[src/rtl/core/iprtlpm_pkg.sv]
// Shared constants, types and helper functions of the IPv4 longest-prefix-match route table.
package iprtlpm_pkg;

    localparam int TABLE_DEPTH = 16;

    localparam logic [1:0] ACT_INSERT = 2'd0;
    localparam logic [1:0] ACT_LOOKUP = 2'd1;
    localparam logic [1:0] ACT_DELETE = 2'd2;

    localparam logic [1:0] ST_OK   = 2'd0;
    localparam logic [1:0] ST_FULL = 2'd1;
    localparam logic [1:0] ST_MISS = 2'd2;

    localparam logic [5:0] MAX_LEN = 6'd32;

    typedef struct packed {
        logic [1:0]  action;
        logic [31:0] addr;
        logic [5:0]  len;
        logic [7:0]  ifx;
        logic [31:0] nh;
        logic        hit;
    } token_t;

    function automatic logic [31:0] len_mask(input logic [5:0] len);
        logic [31:0] m;
        if (len == 6'd0)
        begin
            m = 32'h0;
        end
        else
        begin
            m = 32'hffff_ffff << (MAX_LEN - len);
        end
        return m;
    endfunction

    function automatic logic [5:0] clamp_len(input logic [5:0] len);
        return (len > MAX_LEN) ? MAX_LEN : len;
    endfunction

endpackage

[src/rtl/core/ipv4_route_table_lpm_top.sv]
// Top level of the IPv4 longest-prefix-match route table built as a chain of slot cells.
//
// Each input item is one command: insert a route, look up a destination address, or
// delete a route. Every item produces exactly one result item on the output channel.
// Both channels use valid and ready; an item moves when both are high at a clock edge.
// The table is a chain of TABLE_DEPTH cells, each holding one route slot. An item walks
// down the chain one cell per cycle while the output is not stalled, and each cell updates
// the slot or the item's running result as it passes, so a later item always sees the
// slots as the earlier one left them. The first cell loads the item at the accepting edge,
// each further cell registers it in turn, and the output register then holds the result.
// Throughput is one item per cycle while no result is held waiting, since several items
// travel down the chain at once, one in each cell stage.
// Reset empties the table and the chain; no clearing pass is needed, so in_ready is high
// in the first cycle after reset. When the receiver holds out_ready low while a result is
// waiting, the whole chain stops and in_ready falls until that result is taken.
module ipv4_route_table_lpm_top (
    input  logic        clk,
    input  logic        rst_n,
    input  logic        in_valid,
    output logic        in_ready,
    input  logic [1:0]  action,
    input  logic [31:0] address,
    input  logic [5:0]  prefix_length,
    input  logic [7:0]  interface_index,
    input  logic [31:0] next_hop,
    output logic        out_valid,
    input  logic        out_ready,
    output logic [1:0]  status,
    output logic [7:0]  out_interface,
    output logic [31:0] out_next_hop,
    output logic [5:0]  matched_length
);

    logic                advance;
    logic                chain_valid [0:iprtlpm_pkg::TABLE_DEPTH];
    iprtlpm_pkg::token_t chain_tok   [0:iprtlpm_pkg::TABLE_DEPTH];
    iprtlpm_pkg::token_t last_tok;
    logic [5:0]          len_c;
    logic                out_valid_reg;
    logic [1:0]          status_reg;
    logic [1:0]          status_next;
    logic [7:0]          out_interface_reg;
    logic [31:0]         out_next_hop_reg;
    logic [5:0]          matched_length_reg;
    logic                is_lookup;

    assign advance  = !out_valid_reg || out_ready;
    assign in_ready = advance;

    assign len_c = iprtlpm_pkg::clamp_len(prefix_length);

    always_comb
    begin
        chain_valid[0]      = in_valid;
        chain_tok[0].action = action;
        chain_tok[0].hit    = 1'b0;
        if (action == iprtlpm_pkg::ACT_LOOKUP)
        begin
            chain_tok[0].addr = address;
            chain_tok[0].len  = 6'd0;
            chain_tok[0].ifx  = 8'd0;
            chain_tok[0].nh   = 32'h0;
        end
        else
        begin
            chain_tok[0].addr = address & iprtlpm_pkg::len_mask(len_c);
            chain_tok[0].len  = len_c;
            chain_tok[0].ifx  = interface_index;
            chain_tok[0].nh   = next_hop;
        end
    end

    genvar g;
    generate
        for (g = 0; g < iprtlpm_pkg::TABLE_DEPTH; g++)
        begin : g_cell
            iprtlpm_cell u_cell (
                .clk           (clk),
                .rst_n         (rst_n),
                .advance       (advance),
                .tok_in_valid  (chain_valid[g]),
                .tok_in        (chain_tok[g]),
                .tok_out_valid (chain_valid[g+1]),
                .tok_out       (chain_tok[g+1])
            );
        end
    endgenerate

    assign last_tok  = chain_tok[iprtlpm_pkg::TABLE_DEPTH];
    assign is_lookup = (last_tok.action == iprtlpm_pkg::ACT_LOOKUP);

    always_comb
    begin
        unique case (last_tok.action)
            iprtlpm_pkg::ACT_INSERT:
                status_next = last_tok.hit ? iprtlpm_pkg::ST_OK : iprtlpm_pkg::ST_FULL;
            iprtlpm_pkg::ACT_LOOKUP,
            iprtlpm_pkg::ACT_DELETE:
                status_next = last_tok.hit ? iprtlpm_pkg::ST_OK : iprtlpm_pkg::ST_MISS;
            default:
                status_next = iprtlpm_pkg::ST_MISS;
        endcase
    end

    always_ff @(posedge clk or negedge rst_n)
    begin
        if (!rst_n)
        begin
            out_valid_reg <= 1'b0;
        end
        else if (advance)
        begin
            out_valid_reg <= chain_valid[iprtlpm_pkg::TABLE_DEPTH];
        end
    end

    always_ff @(posedge clk)
    begin
        if (advance && chain_valid[iprtlpm_pkg::TABLE_DEPTH])
        begin
            status_reg         <= status_next;
            out_interface_reg  <= is_lookup ? last_tok.ifx : 8'd0;
            out_next_hop_reg   <= is_lookup ? last_tok.nh : 32'h0;
            matched_length_reg <= is_lookup ? last_tok.len : 6'd0;
        end
    end

    assign out_valid      = out_valid_reg;
    assign status         = status_reg;
    assign out_interface  = out_interface_reg;
    assign out_next_hop   = out_next_hop_reg;
    assign matched_length = matched_length_reg;

    a_fail_fields_zero: assert property (@(posedge clk) disable iff (!rst_n)
        (out_valid && status != iprtlpm_pkg::ST_OK) |->
        (out_interface == 8'd0 && out_next_hop == 32'h0 && matched_length == 6'd0))
        else $error("A failed command returned nonzero route fields.");

    a_len_in_range: assert property (@(posedge clk) disable iff (!rst_n)
        out_valid |-> (matched_length <= iprtlpm_pkg::MAX_LEN))
        else $error("Matched length exceeds the address width.");

    a_stall_holds_chain: assert property (@(posedge clk) disable iff (!rst_n)
        !advance |=> (chain_valid[iprtlpm_pkg::TABLE_DEPTH] ==
                      $past(chain_valid[iprtlpm_pkg::TABLE_DEPTH])))
        else $error("The cell chain moved while the output was stalled.");

endmodule

[src/rtl/core/iprtlpm_cell.sv]
// One slot of the route table and the stage that carries a command item past it.
module iprtlpm_cell (
    input  logic                 clk,
    input  logic                 rst_n,
    input  logic                 advance,
    input  logic                 tok_in_valid,
    input  iprtlpm_pkg::token_t  tok_in,
    output logic                 tok_out_valid,
    output iprtlpm_pkg::token_t  tok_out
);

    logic                entry_valid_reg;
    logic                entry_valid_next;
    logic [31:0]         entry_prefix_reg;
    logic [5:0]          entry_length_reg;
    logic [7:0]          entry_interface_reg;
    logic [31:0]         entry_next_hop_reg;
    logic                entry_write;
    logic                tok_valid_reg;
    iprtlpm_pkg::token_t tok_reg;
    iprtlpm_pkg::token_t tok_next;
    logic                lookup_match;
    logic                delete_match;

    assign lookup_match = entry_valid_reg &&
        (((tok_in.addr ^ entry_prefix_reg) & iprtlpm_pkg::len_mask(entry_length_reg)) == 32'h0);
    assign delete_match = entry_valid_reg && (entry_length_reg == tok_in.len) &&
        (entry_prefix_reg == tok_in.addr);

    always_comb
    begin
        tok_next         = tok_in;
        entry_valid_next = entry_valid_reg;
        entry_write      = 1'b0;
        if (tok_in_valid)
        begin
            unique case (tok_in.action)
                iprtlpm_pkg::ACT_INSERT:
                begin
                    if (!tok_in.hit && !entry_valid_reg)
                    begin
                        entry_write      = 1'b1;
                        entry_valid_next = 1'b1;
                        tok_next.hit     = 1'b1;
                    end
                end
                iprtlpm_pkg::ACT_LOOKUP:
                begin
                    if (lookup_match && (!tok_in.hit || entry_length_reg > tok_in.len))
                    begin
                        tok_next.hit = 1'b1;
                        tok_next.len = entry_length_reg;
                        tok_next.ifx = entry_interface_reg;
                        tok_next.nh  = entry_next_hop_reg;
                    end
                end
                iprtlpm_pkg::ACT_DELETE:
                begin
                    if (delete_match)
                    begin
                        entry_valid_next = 1'b0;
                        tok_next.hit     = 1'b1;
                    end
                end
                default:
                begin
                    tok_next = tok_in;
                end
            endcase
        end
    end

    always_ff @(posedge clk or negedge rst_n)
    begin
        if (!rst_n)
        begin
            entry_valid_reg <= 1'b0;
            tok_valid_reg   <= 1'b0;
        end
        else if (advance)
        begin
            entry_valid_reg <= entry_valid_next;
            tok_valid_reg   <= tok_in_valid;
        end
    end

    always_ff @(posedge clk)
    begin
        if (advance)
        begin
            tok_reg <= tok_next;
            if (entry_write)
            begin
                entry_prefix_reg    <= tok_in.addr;
                entry_length_reg    <= tok_in.len;
                entry_interface_reg <= tok_in.ifx;
                entry_next_hop_reg  <= tok_in.nh;
            end
        end
    end

    assign tok_out_valid = tok_valid_reg;
    assign tok_out       = tok_reg;

    a_insert_fills_free_slot: assert property (@(posedge clk) disable iff (!rst_n)
        (advance && tok_in_valid && tok_in.action == iprtlpm_pkg::ACT_INSERT &&
         !tok_in.hit && !entry_valid_reg) |=> (entry_valid_reg && tok_reg.hit))
        else $error("Insert item passed a free slot without storing its route.");

    a_delete_clears_slot: assert property (@(posedge clk) disable iff (!rst_n)
        (advance && tok_in_valid && tok_in.action == iprtlpm_pkg::ACT_DELETE &&
         delete_match) |=> !entry_valid_reg)
        else $error("Delete item left a matching route in its slot.");

    a_hit_is_kept: assert property (@(posedge clk) disable iff (!rst_n)
        (advance && tok_in_valid && tok_in.hit) |=> tok_reg.hit)
        else $error("Item lost its hit flag while passing a slot.");

    a_lookup_len_grows: assert property (@(posedge clk) disable iff (!rst_n)
        (advance && tok_in_valid && tok_in.action == iprtlpm_pkg::ACT_LOOKUP)
        |=> (tok_reg.len >= $past(tok_in.len)))
        else $error("Lookup item replaced its best route with a shorter prefix.");

endmodule

[config.mk]
export PLATFORM = sky130hd
export DESIGN_NAME = ipv4_route_table_lpm_top
export DESIGN_NICKNAME = d
export VERILOG_FILES = /design/src/rtl/core/iprtlpm_pkg.sv /design/src/rtl/core/ipv4_route_table_lpm_top.sv /design/src/rtl/core/iprtlpm_cell.sv
export SDC_FILE = /design/constraint.sdc
export NUM_CORES = 2
export LEC_CHECK = 0
export BUFFER_PORTS_ARGS = -buffer_cell sky130_fd_sc_hd__buf_2
export CORE_AREA = 4 4 370 555
export CTS_CLUSTER_DIAMETER = 200
export DETAILED_ROUTE_END_ITERATION = 8
export DIE_AREA = 0 0 374 559
export HOLD_SLACK_MARGIN = 0.06
export PLACE_DENSITY = 0.72
export SYNTH_ARGS = -nofsm -noshare
export SYNTH_HDL_FRONTEND = slang
export SYNTH_HIERARCHICAL = 1
export SYNTH_SLANG_ARGS = --single-unit
[constraint.sdc]
create_clock -name clk -period 43.4 [get_ports clk]
set_clock_uncertainty 0.05 [all_clocks]
set_input_delay 2.17 -clock clk [delete_from_list [all_inputs] [get_ports clk]]
set_output_delay 2.17 -clock clk [all_outputs]
set_load 0.02 [all_outputs]
==> metrics.cfg <==
[outcome]
status=finished, final reports clean

[critical_path]
worstPathRequired_ns=43.96
cp-end-kind=flip-flop
worstPathMaxFanout=46
crit_start=action[1]
rr_worst_depth=6
regToRegStartpoint=out_valid$_DFFE_PN0N_
crit_top_cell=nand4_1
crit_arrival_ns=7.44
reg2reg_slack_ns=37.57
slowest_stage=nand2b_1
critPathKind=input port to flip-flop
cp_cell_sequence=buf_2, nand2b_1, nand4b_1, o31ai_1, o21ai_1, xnor2_1, nand4_1, o41ai_1, o2111a_1, nand4_1, o211ai_4, buf_4, mux2_2
cp_slowest_stage_delay_ns=0.90
start_kind=input port

[timing]
timing.setup.tns_ns=0
setup_viol=0
min_period_ns=6.878
max-slew-margin-rel=0.1835
worst_pin_slew_ns=1.225
max_freq_mhz=145.4
setup_slack_ns=36.52
fin_crit_sh=0.1585
rsz0062_at_grt=no
hold_violations=0
drv_slew=0

[routing]
vias_per_cell=5.705
post_drt_wl_per_cell_um=22.58
drt-total-wl_um=213800
drc_errors=0
drt_iter0_markers=3473
ant_nets=0
first_pass_iters=6
vias=54008

[clocking]
insertion_delay_ns=0.89
cts_root_buf=clkbuf_16
ctsHoldBuffers=0
cts_resized=0
cts_setup_buffers=0
cts_buffers=235
cts.sink_count=2593
htreeDepth=4
cts.reportedPaths.clkPinSlew_ns=0.06
cts_tree=yes
clock_path_buffers=4

[worst_hold_path]
hp-class=flip-flop to flip-flop
whs_path_depth=0
min-delay-start=g_cell[14].u_cell/tok_out[57]$_DFFE_PP_

[global_route]
grt_first_pass_wirelength_um=326100
grt_max_degree=196
antenna_found_initial=3
grt_pass1_vias=56983
track_usage=0.2002
grt_overflow=0

[floorplan]
die_area_um2=209100
die_w_um=374
die-height_um=559
start_util=0.5322
num_io_pins=134
rows=202
core-area_um2=200900

[logic_synthesis]
ys_warn_count=6
syn_area_per_cell_um2=16.89
netlist_area_um2=106900
syn_inst=6331

[job]
maxCapViolCount=0

[power_and_ir_drop]
leakage_nw=40.04
irDropWorstVdd_mv=0.04375
power.density_nw_per_um2=63.72

[cells_and_area]
drive_gt1_frac=0.1835
area_growth_pct=10.37
design_area_um2=118000
finalNetCount=6870
largest_register_ffs=1264

[place]
gp_congestion=1.028
io_buffers=133
pre_cts_slack_ns=35.67
dpl-instance-area_um2=110500
hpwl_um=153800

worst max-delay path: cells and delay by family:
family,cells,cell delay [ns]
AND/OR/NAND/NOR,4,2.00
buffers and inverters,2,0.69
XOR/XNOR,1,0.39
AO/OA/AOI/OAI,5,1.72
multiplexers,1,0.40
final cells by class:
| type | instances | area (um2) |
|---|---|---|
| inverters | 193 | 724.4 |
| clock inverters | 144 | 1375 |
| diodes | 1 | 2.502 |
| repair buffers | 180 | 1044 |
| clock buffers | 288 | 6173 |
| flip-flops and latches | 2593 | 77700 |
| multi-input cells | 3415 | 27690 |
| well taps | 2652 | 3318 |
| fillers | 14737 | 82900 |
worst paths after layout:
check                                                                        end
worst max-delay path                      g_cell[0].u_cell/tok_out[15]$_DFFE_PP_
worst min-delay path            g_cell[15].u_cell/entry_prefix_reg[10]$_DFFE_PP_
worst max register to register            g_cell[0].u_cell/tok_out[11]$_DFFE_PP_
worst min register to register  g_cell[15].u_cell/entry_prefix_reg[10]$_DFFE_PP_
max in group asynchronous           g_cell[4].u_cell/entry_valid_reg$_DFFE_PN0P_
min in group asynchronous                                  out_valid$_DFFE_PN0N_
metrics by stage:
stage          total power, W  instances  hold WS (ns)  utilization
3_5_place_dp         0.005546       9033        0.3798       0.5498
2_1_floorplan        0.005247       6333        0.3687            -
3_3_place_gp         0.005460       9033        0.3821       0.5498
4_1_cts              0.007587       9465        0.3764       0.5874
5_1_grt              0.007880       9466        0.3830       0.5874
6_report             0.007521       9466        0.3747       0.5874
per-layer routing:
metal,GRT usage,up-vias,share of wire
met5,0,-,0
met4,0.1394,0,0.078
met3,0.02524,769,0.032
met2,0.4018,1546,0.57
met1,0.1802,26522,0.32
li1,-,25171,-
report_power, final:
| part | leakage (nW) | switching [W] | internal [W] |
|---|---|---|---|
| Sequential | 25.3 | 0.000423 | 0.00379 |
| Clock | 3.67 | 0.000872 | 0.00115 |
| Combinational | 11.1 | 0.000725 | 0.000562 |
cells in the final DEF (no fill, tap or decap), drive strengths merged, types with 27 or more instances in the layout:
master / instances
nand3: 46
a211oi: 27
nand2: 255
o21ai: 169
nand2b: 45
buf: 180
nor4: 90
and2: 97
a31oi: 47
clkinv: 97
mux2: 707
nor3: 133
xor2: 205
edfxtp: 2560
xnor2: 371
o41ai: 32
mux2i: 31
dfrtp: 33
clkbuf: 288
o311ai: 29
nand4: 115
or4: 48
inv: 203
nor2: 250
ha: 168
a21oi: 175
o31ai: 56
(Power assumes the default switching activity.)
